**src/nrl_pkg.sv**
```systemverilog
// Shared widths, field layout and sequencer state type for the nearest region lookup.
// No dependencies; imported by the top level.
package nrl_pkg;

    localparam int ENTRY_W    = 4;   // table slot field of a write beat
    localparam int RADIUS_W   = 15;  // detection radius field
    localparam int CFG_W      = 5;   // regions_in_use register
    localparam int REGION_W   = 4;   // matched index in the result
    localparam int OUT_TDATA_W = 8;  // result tdata, padded to a byte

    localparam logic OP_WRITE = 1'b0;
    localparam logic OP_QUERY = 1'b1;

    typedef enum logic [2:0] {
        ST_IDLE   = 3'b001,
        ST_SCAN   = 3'b010,
        ST_FINISH = 3'b100
    } nrl_state_t;

endpackage

```
**src/nrl_ram.sv**
```systemverilog
// Generic single-port RAM with registered read data.
// No dependencies; holds the region table of the lookup unit.
module nrl_ram #(
    parameter int WIDTH = 63,
    parameter int DEPTH = 16,
    localparam int AW = (DEPTH > 1) ? $clog2(DEPTH) : 1
)(
    input  logic             clk,
    input  logic             we,
    input  logic [AW-1:0]    addr,
    input  logic [WIDTH-1:0] wdata,
    output logic [WIDTH-1:0] rdata
);

    logic [WIDTH-1:0] mem_reg [DEPTH];
    logic [WIDTH-1:0] rdata_reg;

    always_ff @(posedge clk)
    begin
        if (we)
        begin
            mem_reg[addr] <= wdata;
        end
        rdata_reg <= mem_reg[addr];
    end

    assign rdata = rdata_reg;

endmodule

```
**src/nearest_region_lookup_unit.sv**
```systemverilog
// Nearest region lookup: region table, scan sequencer and shared distance unit.
// Depends on nrl_pkg and nrl_ram.
//
// Usage
//   cfg channel: one beat on cfg_valid writes regions_in_use; cfg_ready is always high.
//   s_axis: tuser[0] is the op. A write beat (op 0) stores centre and radius in the
//   slot given by entry_index and returns nothing. A query beat
//   (op 1) gives a point and returns one result beat on m_axis.
//   m_axis: tuser[0] is found, tdata[3:0] the matched region index (0 if not found).
// Timing
//   A query scans N = min(regions_in_use, MAX_REGIONS) entries, one per cycle, through
//   the single RAM read port and a four-stage distance unit (abs difference, square,
//   sum, min/radius update). The result goes to the output register when the sequencer
//   leaves the finish state; s_axis_tready is low for the whole query, so the next
//   beat is taken only once the sequencer is back in idle.
// Reset and stalls
//   rst_n clears regions_in_use to 0 and the sequencer to idle; the table contents
//   are undefined until written. A result held by a stalled receiver stays in the
//   output register; the next beat is accepted meanwhile, and a following query holds
//   its result in the finish state until the output register frees up.
module nearest_region_lookup_unit
    import nrl_pkg::*;
#(
    parameter int MAX_REGIONS = 16,
    parameter int COORD_BITS  = 16,
    localparam int IN_BITS = ENTRY_W + 3 * COORD_BITS + RADIUS_W,
    localparam int IN_W    = ((IN_BITS + 7) / 8) * 8
)(
    input  logic                   clk,
    input  logic                   rst_n,

    input  logic                   cfg_valid,
    output logic                   cfg_ready,
    input  logic [CFG_W-1:0]       cfg_data,       // regions_in_use

    input  logic                   s_axis_tvalid,
    output logic                   s_axis_tready,
    // entry_index, point_x, point_y, point_z, radius, zero padding
    input  logic [IN_W-1:0]        s_axis_tdata,
    input  logic [0:0]             s_axis_tuser,   // op

    output logic                   m_axis_tvalid,
    input  logic                   m_axis_tready,
    output logic [OUT_TDATA_W-1:0] m_axis_tdata,   // region_index, zero padding
    output logic [0:0]             m_axis_tuser    // found
);

    localparam int IDX_W   = (MAX_REGIONS > 1) ? $clog2(MAX_REGIONS) : 1;
    localparam int CNT_W   = $clog2(MAX_REGIONS + 1);
    localparam int CMP_W   = (CNT_W > CFG_W) ? CNT_W : CFG_W;
    localparam int X_LSB   = ENTRY_W;
    localparam int Y_LSB   = X_LSB + COORD_BITS;
    localparam int Z_LSB   = Y_LSB + COORD_BITS;
    localparam int R_LSB   = Z_LSB + COORD_BITS;
    localparam int ENT_W   = 3 * COORD_BITS + RADIUS_W;
    localparam int DIFF_W  = COORD_BITS + 1;
    localparam int SQ_W    = 2 * DIFF_W;
    localparam int R2_W    = 2 * RADIUS_W;
    localparam int D2_W    = (SQ_W + 2 > R2_W) ? SQ_W + 2 : R2_W;

    // Input field split
    logic [ENTRY_W-1:0]    in_slot;
    logic [COORD_BITS-1:0] in_x, in_y, in_z;
    logic [RADIUS_W-1:0]   in_radius;
    logic                  in_op;
    logic                  in_beat;

    assign in_slot   = s_axis_tdata[ENTRY_W-1:0];
    assign in_x      = s_axis_tdata[X_LSB +: COORD_BITS];
    assign in_y      = s_axis_tdata[Y_LSB +: COORD_BITS];
    assign in_z      = s_axis_tdata[Z_LSB +: COORD_BITS];
    assign in_radius = s_axis_tdata[R_LSB +: RADIUS_W];
    assign in_op     = s_axis_tuser[0];

    // Control state
    nrl_state_t            state_reg, state_next;
    logic [CFG_W-1:0]      count_reg;
    logic [CNT_W-1:0]      scan_cnt_reg, scan_cnt_next;
    logic [CNT_W-1:0]      issue_cnt_reg, issue_cnt_next;
    logic                  v0_reg, v1_reg, v2_reg, v3_reg;
    logic                  have_min_reg, have_min_next;
    logic                  found_reg, found_next;
    logic                  out_valid_reg, out_valid_next;

    // Payload
    logic [COORD_BITS-1:0] px_reg, py_reg, pz_reg;
    logic [IDX_W-1:0]      idx0_reg, idx1_reg, idx2_reg, idx3_reg;
    logic [DIFF_W-1:0]     ad_x_reg, ad_y_reg, ad_z_reg;
    logic [RADIUS_W-1:0]   rad1_reg;
    logic [SQ_W-1:0]       sq_x_reg, sq_y_reg, sq_z_reg;
    logic [R2_W-1:0]       r2_reg;
    logic [D2_W-1:0]       d2_reg, r2_3_reg, best_reg, best_next;
    logic [IDX_W-1:0]      match_reg, match_next;
    logic                  out_found_reg;
    logic [IDX_W-1:0]      out_index_reg;

    // Handshakes
    assign cfg_ready     = 1'b1;
    assign s_axis_tready = (state_reg == ST_IDLE);
    assign in_beat       = s_axis_tvalid && s_axis_tready;

    // Scan length saturates at the table size
    logic [CMP_W-1:0] count_ext;
    logic [CMP_W-1:0] count_sat;

    assign count_ext = CMP_W'(count_reg);
    assign count_sat = (count_ext > CMP_W'(MAX_REGIONS)) ? CMP_W'(MAX_REGIONS) : count_ext;

    // Table RAM: written from idle, read while scanning
    logic             issue;
    logic             slot_ok;
    logic             ram_we;
    logic [IDX_W-1:0] ram_addr;
    logic [ENT_W-1:0] ram_wdata;
    logic [ENT_W-1:0] ram_rdata;

    assign issue     = (state_reg == ST_SCAN) && (issue_cnt_reg != scan_cnt_reg);
    assign slot_ok   = (32'(in_slot) < MAX_REGIONS);
    assign ram_we    = in_beat && (in_op == OP_WRITE) && slot_ok;
    assign ram_addr  = (state_reg == ST_IDLE) ? IDX_W'(in_slot) : issue_cnt_reg[IDX_W-1:0];
    assign ram_wdata = {in_radius, in_z, in_y, in_x};

    nrl_ram #(
        .WIDTH (ENT_W),
        .DEPTH (MAX_REGIONS)
    ) u_table (
        .clk   (clk),
        .we    (ram_we),
        .addr  (ram_addr),
        .wdata (ram_wdata),
        .rdata (ram_rdata)
    );

    // Distance unit, stage 1: absolute coordinate differences
    logic [COORD_BITS-1:0] cx, cy, cz;
    logic [DIFF_W-1:0]     dx, dy, dz;
    logic [DIFF_W-1:0]     adx, ady, adz;
    logic [DIFF_W-1:0]     one_d;

    assign cx    = ram_rdata[0 +: COORD_BITS];
    assign cy    = ram_rdata[COORD_BITS +: COORD_BITS];
    assign cz    = ram_rdata[2 * COORD_BITS +: COORD_BITS];
    assign one_d = {{(DIFF_W - 1){1'b0}}, 1'b1};
    assign dx    = {cx[COORD_BITS-1], cx} - {px_reg[COORD_BITS-1], px_reg};
    assign dy    = {cy[COORD_BITS-1], cy} - {py_reg[COORD_BITS-1], py_reg};
    assign dz    = {cz[COORD_BITS-1], cz} - {pz_reg[COORD_BITS-1], pz_reg};
    assign adx   = dx[DIFF_W-1] ? (~dx + one_d) : dx;
    assign ady   = dy[DIFF_W-1] ? (~dy + one_d) : dy;
    assign adz   = dz[DIFF_W-1] ? (~dz + one_d) : dz;

    // Stage 4: running strict minimum and radius gate
    logic new_min;

    assign new_min = v3_reg && (!have_min_reg || (d2_reg < best_reg));

    always_comb
    begin
        state_next     = state_reg;
        scan_cnt_next  = scan_cnt_reg;
        issue_cnt_next = issue_cnt_reg;
        have_min_next  = have_min_reg;
        found_next     = found_reg;
        best_next      = best_reg;
        match_next     = match_reg;
        out_valid_next = out_valid_reg;

        if (m_axis_tvalid && m_axis_tready)
        begin
            out_valid_next = 1'b0;
        end

        if (new_min)
        begin
            have_min_next = 1'b1;
            best_next     = d2_reg;
            if (d2_reg <= r2_3_reg)
            begin
                found_next = 1'b1;
                match_next = idx3_reg;
            end
        end

        unique case (state_reg)
            ST_IDLE:
            begin
                if (in_beat && (in_op == OP_QUERY))
                begin
                    scan_cnt_next  = count_sat[CNT_W-1:0];
                    issue_cnt_next = '0;
                    have_min_next  = 1'b0;
                    found_next     = 1'b0;
                    match_next     = '0;
                    state_next     = ST_SCAN;
                end
            end
            ST_SCAN:
            begin
                if (issue)
                begin
                    issue_cnt_next = issue_cnt_reg + CNT_W'(1);
                end
                else if (!v0_reg && !v1_reg && !v2_reg && !v3_reg)
                begin
                    state_next = ST_FINISH;
                end
            end
            ST_FINISH:
            begin
                // Hold the result until the output register is free
                if (!out_valid_reg || m_axis_tready)
                begin
                    out_valid_next = 1'b1;
                    state_next     = ST_IDLE;
                end
            end
            default:
            begin
                state_next = ST_IDLE;
            end
        endcase
    end

    always_ff @(posedge clk or negedge rst_n)
    begin
        if (!rst_n)
        begin
            state_reg     <= ST_IDLE;
            count_reg     <= '0;
            scan_cnt_reg  <= '0;
            issue_cnt_reg <= '0;
            v0_reg        <= 1'b0;
            v1_reg        <= 1'b0;
            v2_reg        <= 1'b0;
            v3_reg        <= 1'b0;
            have_min_reg  <= 1'b0;
            found_reg     <= 1'b0;
            out_valid_reg <= 1'b0;
        end
        else
        begin
            state_reg     <= state_next;
            scan_cnt_reg  <= scan_cnt_next;
            issue_cnt_reg <= issue_cnt_next;
            v0_reg        <= issue;
            v1_reg        <= v0_reg;
            v2_reg        <= v1_reg;
            v3_reg        <= v2_reg;
            have_min_reg  <= have_min_next;
            found_reg     <= found_next;
            out_valid_reg <= out_valid_next;
            if (cfg_valid && cfg_ready)
            begin
                count_reg <= cfg_data;
            end
        end
    end

    // Datapath registers: no reset, qualified by the stage valid bits
    always_ff @(posedge clk)
    begin
        if (in_beat && (in_op == OP_QUERY))
        begin
            px_reg <= in_x;
            py_reg <= in_y;
            pz_reg <= in_z;
        end
        idx0_reg <= issue_cnt_reg[IDX_W-1:0];
        // stage 1
        ad_x_reg <= adx;
        ad_y_reg <= ady;
        ad_z_reg <= adz;
        rad1_reg <= ram_rdata[3 * COORD_BITS +: RADIUS_W];
        idx1_reg <= idx0_reg;
        // stage 2
        sq_x_reg <= SQ_W'(ad_x_reg) * SQ_W'(ad_x_reg);
        sq_y_reg <= SQ_W'(ad_y_reg) * SQ_W'(ad_y_reg);
        sq_z_reg <= SQ_W'(ad_z_reg) * SQ_W'(ad_z_reg);
        r2_reg   <= R2_W'(rad1_reg) * R2_W'(rad1_reg);
        idx2_reg <= idx1_reg;
        // stage 3
        d2_reg   <= D2_W'(sq_x_reg) + D2_W'(sq_y_reg) + D2_W'(sq_z_reg);
        r2_3_reg <= D2_W'(r2_reg);
        idx3_reg <= idx2_reg;
        // stage 4
        best_reg  <= best_next;
        match_reg <= match_next;
        if ((state_reg == ST_FINISH) && (!out_valid_reg || m_axis_tready))
        begin
            out_found_reg <= found_reg;
            out_index_reg <= match_reg;
        end
    end

    assign m_axis_tvalid = out_valid_reg;
    assign m_axis_tuser  = out_found_reg;
    assign m_axis_tdata  = {{(OUT_TDATA_W - REGION_W){1'b0}}, REGION_W'(out_index_reg)};

    // Checks
    a_pipe_in_scan: assert property (@(posedge clk) disable iff (!rst_n)
        (v0_reg || v3_reg) |-> (state_reg == ST_SCAN))
        else $error("distance pipeline busy outside a scan");

    a_issue_bound: assert property (@(posedge clk) disable iff (!rst_n)
        (state_reg == ST_SCAN) |-> (issue_cnt_reg <= scan_cnt_reg))
        else $error("issue counter ran past the scan length");

    a_found_has_min: assert property (@(posedge clk) disable iff (!rst_n)
        found_reg |-> have_min_reg)
        else $error("match recorded without a running minimum");

    a_result_from_finish: assert property (@(posedge clk) disable iff (!rst_n)
        $rose(m_axis_tvalid) |-> $past(state_reg == ST_FINISH))
        else $error("result raised outside the finish state");

endmodule
```
**config.mk**
```make
export PLATFORM = sky130hd
export DESIGN_NAME = nearest_region_lookup_unit
export DESIGN_NICKNAME = d
export VERILOG_FILES = /design/src/nrl_pkg.sv /design/src/nrl_ram.sv /design/src/nearest_region_lookup_unit.sv
export SDC_FILE = /design/constraint.sdc
export NUM_CORES = 2
export LEC_CHECK = 0
export BUFFER_PORTS_ARGS = -buffer_cell sky130_fd_sc_hd__buf_2
export CORE_UTILIZATION = 60
export DETAILED_ROUTE_END_ITERATION = 16
export PLACE_DENSITY_LB_ADDON = 0.15
export SLEW_MARGIN = 0
export SYNTH_ARGS = -nofsm -noshare
export SYNTH_HDL_FRONTEND = slang
export SYNTH_SLANG_ARGS = --single-unit
```
**constraint.sdc**
```tcl
create_clock -name clk -period 14.99 [get_ports clk]
set_input_delay 2.998 -clock clk [delete_from_list [all_inputs] [get_ports clk]]
set_output_delay 2.998 -clock clk [all_outputs]
set_load 0.01 [all_outputs]
```
== After elaboration in Yosys (flattened, before gate mapping) ==
Memory sizes are Yosys's and may differ from the RTL's. A register that Yosys moved wholly into a read port is not among the register bits.
Index checks and enable logic that the tools add are counted.
Word-level totals
  bits of input ports: 83
  memory bits (writable): 1008
  output and inout port bits: 12
  register bits after elaboration: 398
  word-level logic and storage cells: 116
  memories kept: 1
Memories
  u_table.mem_reg: depth 16, bits a word 63, rd ports 1, clocked after memory_dff 1, wr ports 1, RTL line nrl_ram.sv:15  | logic [WIDTH-1:0] mem_reg [DEPTH];
Cells by class
  $mul: 4
  equal/unequal tests: 9
  $add $sub $neg: 9
  mux-type cells: 29
  reductions and logical operators: 22
  magnitude comparators: 3
  bitwise gates (word level): 4
Operator list (count)
  $mul A17 B17 Y34: 3
  $add A17 B1 Y17 const B: 3
  $not A17 Y17: 3
  $sub A16 B16 Y17: 3
  $mux W16: 3
  $add A35 B34 Y36: 1
  $le A36 B30 Y1: 1
  $lt A36 B36 Y1: 1
  $add A34 B34 Y35: 1
  $mul A15 B15 Y30: 1
  $mux W4: 5
  $mux W5: 3
  $mux W1: 12
  $mux W3: 4
  $logic_and A1 B1 Y1: 10
  $pmux W5 S2: 1
  $pmux W3 S3: 1
  $logic_not A1 Y1: 6
  $ne A2 B2 Y1 const B: 3
  $add A5 B1 Y5 const B: 1
  $gt A5 B5 Y1 const B: 1
  $ne A5 B5 Y1: 1
  $ne A2 B1 Y1 const B: 2
  $reduce_and A4 Y1: 1
  other kinds (8): 9

== Logic depth before layout (Yosys ltp) ==
  depth in word-level cells: 7
  depth in mapped cells: 25

== By module ==
From an unflattened synthesis, not the netlist that was laid out.
Second synthesis, totals
  cell total of the unflattened synthesis: 6517
  area, all modules: 86157.6 µm²
By module, submodules not included
  nearest_region_lookup_unit: area each 47205.3 µm², cells each 4893, instances 1, sequential area each 8884.8 µm²
  nrl_ram: area each 38952.4 µm², cells each 1624, instances 1, sequential area each 31530.2 µm²

== Least setup slack after synthesis ==
No wires, ideal clock.
  path kind: input port to flip-flop
  start: input port s_axis_tdata[3]
  end: memory u_table.mem_reg[4][0] (enable)
  required time: 14.350 ns
  stages on the path: 5
  data arrival time: 9.948 ns
  setup slack: 4.402 ns
  cell sequence: mux2i_1 > clkbuf_1 > clkbuf_1 > nand2_1 > nor4_1
Between the ends
  longest elaborated chain between the ends: 1
Ends and longest elaborated chain
  start, declared: RTL line nearest_region_lookup_unit.sv:39  | input logic [IN_W-1:0] s_axis_tdata,
  $mux W4: RTL line nearest_region_lookup_unit.sv:120  | assign ram_addr = (state_reg == ST_IDLE) ? IDX_W'(in_slot) : issue_cnt_reg[IDX_W-1:0];
  end, declared: RTL line nrl_ram.sv:15
Every way passes these cells.

== Worst setup path in the final report ==
  start: register ad_x_reg[4]
  end: register sq_x_reg[33]
Between the ends
  longest elaborated chain between the ends: 1
Ends and longest elaborated chain
  start, declared: RTL line nearest_region_lookup_unit.sv:88  | logic [DIFF_W-1:0] ad_x_reg, ad_y_reg, ad_z_reg;
  start signal, assigned: RTL line nearest_region_lookup_unit.sv:269  | ad_x_reg <= adx;
  $mul A17 B17 Y34: RTL line nearest_region_lookup_unit.sv:275  | sq_x_reg <= SQ_W'(ad_x_reg) * SQ_W'(ad_x_reg);
  end signal, assigned: RTL line nearest_region_lookup_unit.sv:275
  end, declared: RTL line nearest_region_lookup_unit.sv:90  | logic [SQ_W-1:0] sq_x_reg, sq_y_reg, sq_z_reg;
Every way passes these cells.
A chain may end at the register's enable or synchronous reset.

==> flow_metrics.tcl <==
set metrics [dict create \
    fmaxAchievable_mhz 135 \
    synth_most_common_cell "inv_1" \
    drive_above_1_share 0.0564 \
    cts_buffers 152 \
    arrival_ns 8.10 \
    maxCapViolations 0 \
    h-tree-depth 4 \
    hpwlAfterDp_um 125000 \
    hp-class "reg2reg" \
    nFillCells 11000 \
    dieHeight_um 385 \
    cp_max_fo 17 \
    vias_per_cell 5.73 \
    std_cell_rows 140 \
    num_vias 55400 \
    r2r_cells 22 \
    hold_end "rad1_reg[8]$_DFF_P_" \
    totalWireLength_um 191000 \
    grt_pass1_wl_um 304000 \
    die_x_um 385 \
    gp_congestion 0.869 \
    synth_async_sr_flop_share 0.0171 \
    clkTransAtPathRegs_ns 0.06 \
    largest_reg_flops 1008 \
    firstDrtPassIters 6 \
    antenna_found_initial 14 \
    r2r_start "ad_x_reg[4]$_DFF_P_" \
    ys.flop_type "edfxtp_1" \
    syn_inst 7628 \
    fin_crit_ns 7.43 \
    min-delay-start "u_table.rdata[56]$_DFF_P_" \
    avgSynthCellArea_um2 11.5 \
    cp_common_cell "fa_1" \
    critPathBufInv 5 \
    wire_per_inst_um 19.7 \
    netlist_top_cells_area "edfxtp_1 (37%), fa_1 (17%), ha_1 (7.9%)" \
    synth_cell_types 85 \
    yosysWarnings 0 \
    start_kind "flop" \
    cts_tree "yes" \
    finalNonFillerCells 9667 \
    clock_sinks 1464 \
    clk_latency_ns 0.79 \
    finalHoldViolations 0 \
    grt_overflow 0 \
    synth_edf_count 1097 \
    critPathMaxStageDelay_ns 0.86 \
    path_class "reg2reg" \
    drtIter0Drc 3829 \
    rsz0062_at_grt "false" \
    final.setup.tns_ns 0 \
    r2r_slack_ns 7.56 \
    finalSetupViolCount 0 \
    fin_worst_skew_ns 0.0479 \
    io_pins 95 \
    hold_path_depth 0 \
    netlist.area_leader.share 0.375 \
    r2r_end "sq_x_reg[33]$_DFF_P_" \
    slew_violations 0 \
    die-area_um2 148000 \
    placed_cells 9380 \
    multi_input_area_um2 42100 \
    status "finished clean" \
    cts-root-buf "clkbuf_16" \
    cts_resized 0 \
    nets 9004 \
    endpoint_kind "flop" \
    startpoint "ad_x_reg[4]$_DFF_P_" \
    drcViolationCount 0 \
    crit_family "adder cells" \
    grt_use_total 0.263 \
    path_cells "nand2_1 > fa_1 > inv_1 > fa_1 > inv_1 > fa_1 > inv_1 > fa_1 > fa_1 > inv_1 > fa_1 > inv_1 > ha_1 > and3_1 > and3_1 > a211oi_1 > a211oi_1 > o311ai_0 > a21oi_1 > a21boi_0 > o21bai_1 > xnor2_1" \
    synth.cell_area_um2 87900 \
    io_buffers 84 \
    ys_seq_area_frac 0.460 \
    post-route-util 0.655 \
    fin_crit_sh 0.495 \
    cts_max_path_buffers 3 \
    drtAntennaViolNets 0 \
    syn_to_final_growth_pct 8.52 \
    cp.required_ns 15.66 \
    tightest_slew_ns 1.24 \
    register_area_um2 40400 \
    grt_pass1_vias 56500 \
    yosys.area.top_type "edfxtp_1" \
    cpMaxStageDelayCell "dfxtp_1" \
    maxSlewHeadroom 0.173 \
    synth_common_cells "inv_1 (1165), edfxtp_1 (1097), nand2_1 (883), fa_1 (746), ha_1 (558)" \
    grt_start_max_net_pins 223 \
    start_util 0.604 \
    ctsHoldBuffers 0 \
    core_um2 146000 \
    ys_seq_elements 1464 \
    post_cts_buffers 0 \
]
[final cells by class]
cell class              count  share of cell area
clock buffers             237              0.0481
well taps                1917              0.0252
flip-flops and latches   1464               0.424
inverters                1165              0.0459
clock inverters            46             0.00635
diodes                      4            0.000105
repair buffers            139             0.00939
multi-input cells        4695               0.441
[how the worst max path moves through the flow]
stage	to	depth (start not counted)
after CTS	sq_x_reg[33]$_DFF_P_	22
after global placement	sq_x_reg[33]$_DFF_P_	22
final	sq_x_reg[33]$_DFF_P_	22
after floorplan	u_table.mem_reg[4][0]$_DFFE_PP_	5
after global routing	sq_x_reg[33]$_DFF_P_	22
after detailed placement	sq_x_reg[33]$_DFF_P_	22
[logic make-up after synthesis]
kind of cell / count (synthesis) / share of synthesized area
xor+xnor: 239 / 0.0238
mux: 24 / 0.00293
other cells: 2 / 0.0000855
simple gates: 1803 / 0.0979
fa+ha+maj: 1304 / 0.249
compound gates: 1317 / 0.103
buf+inv: 1475 / 0.0633
flops: 1464 / 0.460
[layer usage]
metal,up-vias,GRT usage,part of all wire,routed length [um]
met4,16,0.0910,0.032,6070
met2,1458,0.446,0.49,94000
met5,-,0,0.00055,104
met3,344,0.0371,0.054,10200
met1,27700,0.350,0.42,80300
li1,25800,-,-,-
[worst reg2reg max path, cell delays in order (launching register included)]
cell and delay [ns]:
dfxtp_1 0.86, nand2_1 0.25, fa_1 0.58, inv_1 0.06, fa_1 0.54, inv_1 0.06
fa_1 0.38, inv_1 0.07, fa_1 0.43, fa_1 0.54, inv_1 0.05, fa_1 0.47
inv_1 0.04, ha_1 0.36, and3_1 0.24, and3_1 0.18, a211oi_1 0.71, a211oi_1 0.30
o311ai_0 0.54, a21oi_1 0.20, a21boi_0 0.23, o21bai_1 0.11, xnor2_1 0.12
[metrics by stage]
step	hold WS, ns	worst slack (ns)	instance area (um2)
2_1_floorplan	0.310	4.40	87900
3_3_place_gp	0.311	7.61	90200
3_5_place_dp	0.312	7.61	90200
4_1_cts	0.300	7.58	95400
5_1_grt	0.313	6.95	95400
6_report	0.302	7.56	95400
[layout by cell type (no fill, tap or decap), drive strengths merged, types with 24 or more instances in the layout]
cell type,netlist,layout
and2,478,478
nand2b,24,24
nor3,34,34
ha,558,558
nor2b,43,43
buf,22,139
clkinv,0,34
and3,25,25
a311oi,133,133
clkbuf,288,237
xor2,59,59
a211oi,344,344
o21ai,94,94
a31oi,148,148
nor2,180,180
fa,746,746
xnor2,180,180
nand2,883,883
dfxtp,342,342
a21oi,315,315
inv,1165,1170
dfrtp,24,24
nand3,36,36
edfxtp,1097,1097
a21o,106,106
o21a,31,31
o21bai,29,29
Power is not shown: default switching activity piles up to over one toggle a cycle in this logic, so the estimate is an artifact.
